`src/sv/ssfr_pkg.sv`:
```
// servo status frame receiver: shared types and constants
// no dependencies; used by every module of the block
package ssfr_pkg;

  localparam int unsigned ByteW   = 8;
  localparam int unsigned TickW   = 16;
  localparam int unsigned StatusW = 3;

  localparam logic [ByteW-1:0]   SYNC_BYTE    = 8'hFF;
  localparam logic [TickW-1:0]   IDLE_MAX     = 16'hFFFF;
  localparam logic [TickW-1:0]   TIMEOUT_RST  = 16'd50;
  localparam logic [ByteW-1:0]   MIN_LEN      = 8'd2;

  localparam logic [1:0] OP_ARM  = 2'd0;
  localparam logic [1:0] OP_BYTE = 2'd1;
  localparam logic [1:0] OP_TICK = 2'd2;

  localparam logic [StatusW-1:0] ST_OK       = 3'd0;
  localparam logic [StatusW-1:0] ST_TIMEOUT  = 3'd1;
  localparam logic [StatusW-1:0] ST_WRONG_ID = 3'd2;
  localparam logic [StatusW-1:0] ST_SHORT    = 3'd3;
  localparam logic [StatusW-1:0] ST_BAD_SUM  = 3'd4;

  typedef enum logic [2:0] {
    PH_IDLE,
    PH_HUNT,
    PH_ID,
    PH_LEN,
    PH_BODY
  } phase_t;

  typedef struct packed {
    logic [1:0]       opcode;
    logic [ByteW-1:0] expected_id;
    logic [ByteW-1:0] rx_byte;
  } item_t;

  typedef struct packed {
    logic [ByteW-1:0]   body_byte;
    logic               last_of_frame;
    logic [StatusW-1:0] status;
  } result_t;

endpackage

```
`src/sv/ssfr_in_stage.sv`:
```
// input register of the servo status frame receiver
// depends on ssfr_pkg
module ssfr_in_stage (
  input  logic           clk,
  input  logic           rst,
  input  logic           in_valid,
  output logic           in_ready,
  input  ssfr_pkg::item_t in_item,
  input  logic           advance,
  output logic           item_valid,
  output ssfr_pkg::item_t item
);
  import ssfr_pkg::*;

  assign in_ready = !item_valid || advance;

  always_ff @(posedge clk) begin
    if (rst) begin
      item_valid <= 1'b0;
    end else if (in_ready) begin
      item_valid <= in_valid;
    end
  end

  always_ff @(posedge clk) begin
    if (in_ready && in_valid) begin
      item <= in_item;
    end
  end

endmodule

```
`src/sv/ssfr_core.sv`:
```
// frame parser state and per-item update: sync hunt, id, length, body, checksum, timeout
// depends on ssfr_pkg
module ssfr_core (
  input  logic                           clk,
  input  logic                           rst,
  input  logic                           item_fire,
  input  ssfr_pkg::item_t                item,
  input  logic [ssfr_pkg::TickW-1:0]     timeout_ticks,
  output logic                           res_valid,
  output ssfr_pkg::result_t              res
);
  import ssfr_pkg::*;

  phase_t           phase, phase_next;
  logic             prior_was_sync, prior_was_sync_next;
  logic [ByteW-1:0] wanted_id, wanted_id_next;
  logic [ByteW-1:0] bytes_left, bytes_left_next;
  logic [ByteW-1:0] running_sum, running_sum_next;
  logic [TickW-1:0] idle_count, idle_count_next;

  logic [TickW-1:0] limit;
  logic [TickW-1:0] idle_inc;
  logic [ByteW-1:0] left_dec;
  logic [ByteW-1:0] b;

  assign b        = item.rx_byte;
  assign limit    = (timeout_ticks == '0) ? TickW'(1) : timeout_ticks;
  assign idle_inc = (idle_count == IDLE_MAX) ? idle_count : idle_count + TickW'(1);
  assign left_dec = bytes_left - ByteW'(1);

  always_comb begin
    phase_next          = phase;
    prior_was_sync_next = prior_was_sync;
    wanted_id_next      = wanted_id;
    bytes_left_next     = bytes_left;
    running_sum_next    = running_sum;
    idle_count_next     = idle_count;
    res_valid           = 1'b0;
    res                 = '{body_byte: '0, last_of_frame: 1'b0, status: ST_OK};

    if (item.opcode == OP_ARM) begin
      wanted_id_next      = item.expected_id;
      phase_next          = PH_HUNT;
      prior_was_sync_next = 1'b0;
      bytes_left_next     = '0;
      running_sum_next    = '0;
      idle_count_next     = '0;
    end else if (item.opcode == OP_TICK && phase != PH_IDLE) begin
      idle_count_next = idle_inc;
      if (idle_inc >= limit) begin
        phase_next = PH_IDLE;
        res_valid  = 1'b1;
        res        = '{body_byte: '0, last_of_frame: 1'b1, status: ST_TIMEOUT};
      end
    end else if (item.opcode == OP_BYTE && phase != PH_IDLE) begin
      idle_count_next = '0;
      unique case (phase)
        PH_HUNT: begin
          if (b == SYNC_BYTE && prior_was_sync) begin
            phase_next          = PH_ID;
            prior_was_sync_next = 1'b0;
          end else begin
            prior_was_sync_next = (b == SYNC_BYTE);
          end
        end
        PH_ID: begin
          if (b != wanted_id) begin
            phase_next = PH_IDLE;
            res_valid  = 1'b1;
            res        = '{body_byte: '0, last_of_frame: 1'b1, status: ST_WRONG_ID};
          end else begin
            running_sum_next = b;
            phase_next       = PH_LEN;
          end
        end
        PH_LEN: begin
          if (b < MIN_LEN) begin
            phase_next = PH_IDLE;
            res_valid  = 1'b1;
            res        = '{body_byte: '0, last_of_frame: 1'b1, status: ST_SHORT};
          end else begin
            running_sum_next = running_sum + b;
            bytes_left_next  = b;
            phase_next       = PH_BODY;
          end
        end
        PH_BODY: begin
          bytes_left_next = left_dec;
          res_valid       = 1'b1;
          if (left_dec != '0) begin
            running_sum_next = running_sum + b;
            res = '{body_byte: b, last_of_frame: 1'b0, status: ST_OK};
          end else begin
            phase_next = PH_IDLE;
            res = '{body_byte: b, last_of_frame: 1'b1,
                    status: (b == ~running_sum) ? ST_OK : ST_BAD_SUM};
          end
        end
        default: begin
          phase_next = PH_IDLE;
        end
      endcase
    end
  end

  always_ff @(posedge clk) begin
    if (rst) begin
      phase          <= PH_IDLE;
      prior_was_sync <= 1'b0;
      wanted_id      <= '0;
      bytes_left     <= '0;
      running_sum    <= '0;
      idle_count     <= '0;
    end else if (item_fire) begin
      phase          <= phase_next;
      prior_was_sync <= prior_was_sync_next;
      wanted_id      <= wanted_id_next;
      bytes_left     <= bytes_left_next;
      running_sum    <= running_sum_next;
      idle_count     <= idle_count_next;
    end
  end

endmodule

```
`src/sv/ssfr_out_stage.sv`:
```
// result register of the servo status frame receiver
// depends on ssfr_pkg
module ssfr_out_stage (
  input  logic              clk,
  input  logic              rst,
  input  logic              res_valid,
  input  ssfr_pkg::result_t res,
  output logic              advance,
  output logic              out_valid,
  input  logic              out_ready,
  output ssfr_pkg::result_t out_res
);
  import ssfr_pkg::*;

  assign advance = !out_valid || out_ready;

  always_ff @(posedge clk) begin
    if (rst) begin
      out_valid <= 1'b0;
    end else if (advance) begin
      out_valid <= res_valid;
    end
  end

  always_ff @(posedge clk) begin
    if (advance && res_valid) begin
      out_res <= res;
    end
  end

endmodule

```
`src/sv/servo_status_frame_receiver.sv`:
```
// servo status frame receiver top level: config register, input stage, parser, result stage
// depends on ssfr_pkg, ssfr_in_stage, ssfr_core, ssfr_out_stage
//
// channel  direction  handshake              payload
// cfg      in         cfg_valid / cfg_ready  cfg_data[15:0] (timeout_ticks)
// in       in         in_valid / in_ready    opcode, expected_id, rx_byte
// out      out        out_valid / out_ready  body_byte, last_of_frame, status
//
// one item per cycle unless out stalls; an item's result is registered in the result register
// input register, combinational parser update, result register; cfg_ready is always high
// synchronous active-high reset clears control state, timeout_ticks returns to 50
// a stalled out channel holds the result register, and in_ready drops while the input
// register is also full
module servo_status_frame_receiver (
  input  logic                          clk,
  input  logic                          rst,
  input  logic                          cfg_valid,
  output logic                          cfg_ready,
  input  logic [ssfr_pkg::TickW-1:0]    cfg_data,
  input  logic                          in_valid,
  output logic                          in_ready,
  input  logic [1:0]                    opcode,
  input  logic [ssfr_pkg::ByteW-1:0]    expected_id,
  input  logic [ssfr_pkg::ByteW-1:0]    rx_byte,
  output logic                          out_valid,
  input  logic                          out_ready,
  output logic [ssfr_pkg::ByteW-1:0]    body_byte,
  output logic                          last_of_frame,
  output logic [ssfr_pkg::StatusW-1:0]  status
);
  import ssfr_pkg::*;

  logic [TickW-1:0] timeout_ticks;
  item_t            in_item;
  item_t            item;
  logic             item_valid;
  logic             advance;
  logic             item_fire;
  logic             res_valid;
  result_t          res;
  result_t          out_res;

  assign cfg_ready = 1'b1;

  always_ff @(posedge clk) begin
    if (rst) begin
      timeout_ticks <= TIMEOUT_RST;
    end else if (cfg_valid && cfg_ready) begin
      timeout_ticks <= cfg_data;
    end
  end

  assign in_item   = '{opcode: opcode, expected_id: expected_id, rx_byte: rx_byte};
  assign item_fire = item_valid && advance;

  ssfr_in_stage u_in_stage (
    .clk        (clk),
    .rst        (rst),
    .in_valid   (in_valid),
    .in_ready   (in_ready),
    .in_item    (in_item),
    .advance    (advance),
    .item_valid (item_valid),
    .item       (item)
  );

  ssfr_core u_core (
    .clk           (clk),
    .rst           (rst),
    .item_fire     (item_fire),
    .item          (item),
    .timeout_ticks (timeout_ticks),
    .res_valid     (res_valid),
    .res           (res)
  );

  ssfr_out_stage u_out_stage (
    .clk       (clk),
    .rst       (rst),
    .res_valid (item_valid && res_valid),
    .res       (res),
    .advance   (advance),
    .out_valid (out_valid),
    .out_ready (out_ready),
    .out_res   (out_res)
  );

  assign body_byte     = out_res.body_byte;
  assign last_of_frame = out_res.last_of_frame;
  assign status        = out_res.status;

`ifndef SYNTH
  a_fail_ends_frame: assert property (@(posedge clk) disable iff (rst)
    out_valid && status != ST_OK |-> last_of_frame)
    else $error("failure status without end of frame");

  a_fail_no_body: assert property (@(posedge clk) disable iff (rst)
    out_valid && (status == ST_TIMEOUT || status == ST_WRONG_ID || status == ST_SHORT)
    |-> body_byte == '0)
    else $error("early failure carries a body byte");

  a_arm_silent: assert property (@(posedge clk) disable iff (rst)
    item_valid && item.opcode == OP_ARM |-> !res_valid)
    else $error("arm produced a result");

  a_reset_clears: assert property (@(posedge clk)
    rst |=> !out_valid)
    else $error("result valid after reset");
`endif

endmodule
```
`config.mk`:
```
export PLATFORM = sky130hd
export DESIGN_NAME = servo_status_frame_receiver
export DESIGN_NICKNAME = d
export VERILOG_FILES = /design/src/sv/ssfr_pkg.sv /design/src/sv/ssfr_in_stage.sv /design/src/sv/ssfr_core.sv /design/src/sv/ssfr_out_stage.sv /design/src/sv/servo_status_frame_receiver.sv
export SDC_FILE = /design/constraint.sdc
export NUM_CORES = 1
export LEC_CHECK = 0
export BUFFER_PORTS_ARGS = -buffer_cell sky130_fd_sc_hd__buf_2
export CORE_MARGIN = 3
export CORE_UTILIZATION = 59
export CTS_CLUSTER_DIAMETER = 80
export DETAILED_ROUTE_END_ITERATION = 10
export PLACE_DENSITY = 0.83
export RECOVER_POWER = 25
export SYNTH_ARGS = -nofsm -noshare
export SYNTH_HDL_FRONTEND = slang
export SYNTH_HIERARCHICAL = 1
export SYNTH_SLANG_ARGS = --single-unit
```
`constraint.sdc`:
```
create_clock -name clk -period 4.74 [get_ports clk]
set_input_delay 0.474 -clock clk [delete_from_list [all_inputs] [get_ports clk]]
set_output_delay 0.474 -clock clk [all_outputs]
set_load 0.1 [all_outputs]
```
==> results.md <==
- 1st-pass router iterations: 5
- Post-route ant nets: 0
- Initial antenna violation count: 0
- Status: finished with violations
- Worst setup SP type: flop
- Crit path arrival time: 4.11 ns
- Max-cap violations: 1
- Rel. slew slack: -3.85%
- Synth unique cells: 71
- Clock buffer count from CTS: 9
- Worst Hold Path EP: u_in_stage/item[6]
- Min-Delay Path Class: primary input to flop
- Initial drt markers: about 310
- Layout cells sized above 1: 13.7%
- FF-to-FF setup slack: 0.75 ns
- FF-to-FF path depth: 13
- Grt total ovfl: 0
- Total Routed Length: 12,500 um
- Die area: 10,100 um2
- Post-route insts no fill: 735
- Hold path depth: 1
- DP Cell Count: about 720
- Total Nets Final: approximately 700
- Clock buffer depth: 2
- Min Clock Period, post-route: 3.99 ns
- DIE WIDTH: about 100 um
- Dominant synthesized flop cell: dfxtp_1
- Post-Syn Instances: 585
- Post-Syn Area: 5270 um2
- Num Clock Sinks: about 90
- Io pins: 54
- Post-CTS Setup Repair Bufs: 0
- Fillcell total: 674
- Largest net degree at the start of global routing: 38
- YS warnings: 6
- Total power: 0.00152 W
- Commonest non-fill, non-tap cell in the layout: dfxtp_1
- Gr usage total: 25.9%
- Clock Pin Slew Worst Setup and Hold Paths: 0.09 ns
- Worst Path Required: roughly 4.9 ns
- VDD IR-drop max: about 0.00023 V
- I/O Buffers: 52
- Post-CTS Hold Buffers: 0
- Clock skew: 0.0145 ns
- Routability cong.: 0.931
- Sequential fraction of the synthesis area: 40.6%
- Leak pwr: between 2 and 2.5 nW
- Critical path class: flop to flop
- Fmax: 0.250 GHz
- WL/cell: 17.0 um
- Setup TNS: 0 ns
- Starting Density: 62.3%
- Endpoints failing setup: 0
- Async S/R FF share, synth: 0%
- Fin util: 67.8%
- Pre-CTS WS: a little over 0.8 ns
- CTS tree: yes
- Flops & latches, synth: 92
- CP Capture Type: flop
- Post-DP HPWL: 9020 um
- Site row count: 33
- First-pass GRT wire length: between 20,000 and 25,000 um
- Syn Area/Cell: 9.01 um2
- Drt via density: 6.27
- Slew @ Worst Pin: 1.56 ns
- PwrDens: 266 nW/um2
- CTS H-tree lvls: 3
- Die H: ~100 um
- Core outline area: around 8500 um2
- RSZ-0062 raised after global routing: false
- Worst hold start: rx_byte[6]
- Number of remaining DRC errors: 0
- Reg-to-reg critical path endpoint: u_out_stage/out_res[10]
- Vias in the first global route: 4,372
- Reg2reg start: u_core/idle_count[0]
- Vias: 4,611
- Final Hold Fails: 0
- Resize count post-CTS: 0
- Syn nets: 651
- Area grow syn2layout: 8.85%
- Failing checks: max-capacitance violations, max-slew violations
- Crit-path max FO: 12
- Clk_lat worst skew: 0.36 ns
- Final setup margin: ~0.75 ns
- Post-route clock period utilization: 84.2%
- Count of pins over their slew limit: 38
- N_diodes: 0
- Post-synth EDFFs: 30
- Most frequent cells in the layout: dfxtp_1 (62), nand2_1 (55), buf_2 (51)
- CTS root buffer: clkbuf_8
layout make-up:
type | instances | area (um2) | area share (%)
clock buffer | 10 | 128 | 2.22
tap | 105 | 131 | 2.29
inverter | 28 | 105 | 1.83
sequential | 92 | 2140 | 37.3
timing repair buffer | 55 | 278 | 4.84
clock inverter | 6 | 71.3 | 1.24
multi-input combinational | 439 | 2880 | 50.3
logic make-up after synthesis:
kind of cell    synth area share, %
fa+ha+maj                      6.55
buf+inv                        4.67
mux                            4.08
simple gates                   23.0
other cells                  0.0711
flops                          40.6
compound gates                 16.3
xor+xnor                       4.65
worst max-delay path by stage:
stage,start,endpoint,slack (ns),cells after the start
finish,u_core/idle_count[0],u_out_stage/out_res[10],0.75,13
global route,u_core/idle_count[0],u_out_stage/out_res[2],0.43,13
CTS,u_core/idle_count[0],u_out_stage/out_res[2],0.80,13
detailed placement,u_core/idle_count[0],u_out_stage/out_res[11],0.82,13
global placement,u_core/idle_count[0],u_out_stage/out_res[10],0.95,13
floorplan,u_core/idle_count[0],u_out_stage/out_res[0],1.03,15
state kept, by name (all words and copies together) (netlist names):
name and flops:
timeout_ticks 16, u_core/bytes_left 8, u_core/idle_count 16, u_core/phase 3, u_core/prior_was_sync 1, u_core/running_sum 8
u_core/wanted_id 8, u_in_stage/item 18, u_in_stage/item_valid 1, u_out_stage/out_res 12, u_out_stage/out_valid 1
through the flow:
stage | hold WS, ns | cell area [um2]
3_5_place_dp | 0.459 | 5550
2_1_floorplan | 0.449 | 5270
6_report | 0.285 | 5740
5_1_grt | 0.270 | 5740
3_3_place_gp | 0.454 | 5550
4_1_cts | 0.274 | 5740
cell usage after synthesis (3+ instances only):
| library cell | number | area, um2 |
|---|---|---|
| nand4_1 | 9 | 56.3 |
| xnor2_1 | 24 | 210 |
| a41oi_1 | 3 | 26.3 |
| or3_1 | 10 | 62.6 |
| a21oi_1 | 49 | 245 |
| nor2b_1 | 6 | 37.5 |
| clkbuf_1 | 15 | 56.3 |
| mux2i_1 | 17 | 170 |
| nand2b_1 | 6 | 37.5 |
| o41ai_1 | 3 | 26.3 |
| inv_1 | 28 | 105 |
| nor2_1 | 47 | 176 |
| dfxtp_1 | 62 | 1240 |
| ha_1 | 26 | 325 |
| a2111oi_0 | 3 | 26.3 |
| nand3_1 | 23 | 115 |
| nand3b_1 | 3 | 22.5 |
| buf_2 | 6 | 30.0 |
| o21ai_1 | 3 | 15.0 |
| nor3_1 | 13 | 65.1 |
| nor3b_1 | 3 | 22.5 |
| edfxtp_1 | 30 | 901 |
| a22o_1 | 4 | 35.0 |
| nand2b_4 | 3 | 41.3 |
| nand2_1 | 55 | 206 |
| a31oi_1 | 12 | 75.1 |
| a211oi_1 | 4 | 30.0 |
| o211ai_1 | 5 | 37.5 |
| xor2_1 | 4 | 35.0 |
| and2_1 | 15 | 93.8 |
| and3_1 | 9 | 56.3 |
| or4_1 | 5 | 37.5 |
| a2111o_1 | 3 | 33.8 |
| a211o_1 | 3 | 26.3 |
| nor4_1 | 6 | 37.5 |
| o21ai_0 | 22 | 110 |
power by group:
group	switching, W	internal (W)
combinational	0.0000708	0.0000526
sequential	0.0000265	0.000833
clock	0.000293	0.000249
total	0.000391	0.00113
metal layers:
metal / GRT usage [%] / vias to the layer above / wire length (um)
li1: - / 2207 / -
met1: 37.4 / 2204 / 5880
met2: 40.4 / 187 / 5690
met3: 3.46 / 13 / 810
met4: 8.08 / 0 / 117
met5: 0 / - / 0
worst max-delay path: stages (launching register included):
cell and delay, ns:
dfxtp_1 0.45, ha_1 0.23, and3_1 0.23, and2_1 0.31
nand3_1 0.36, xnor2_1 0.23, ha_1 0.29, nand2b_1 0.14
a2111o_1 0.40, a311oi_1 0.29, nand4_1 0.27, o311a_1 0.18
and2_1 0.16, and2_4 0.19
Power figures use the tool's default switching activity.
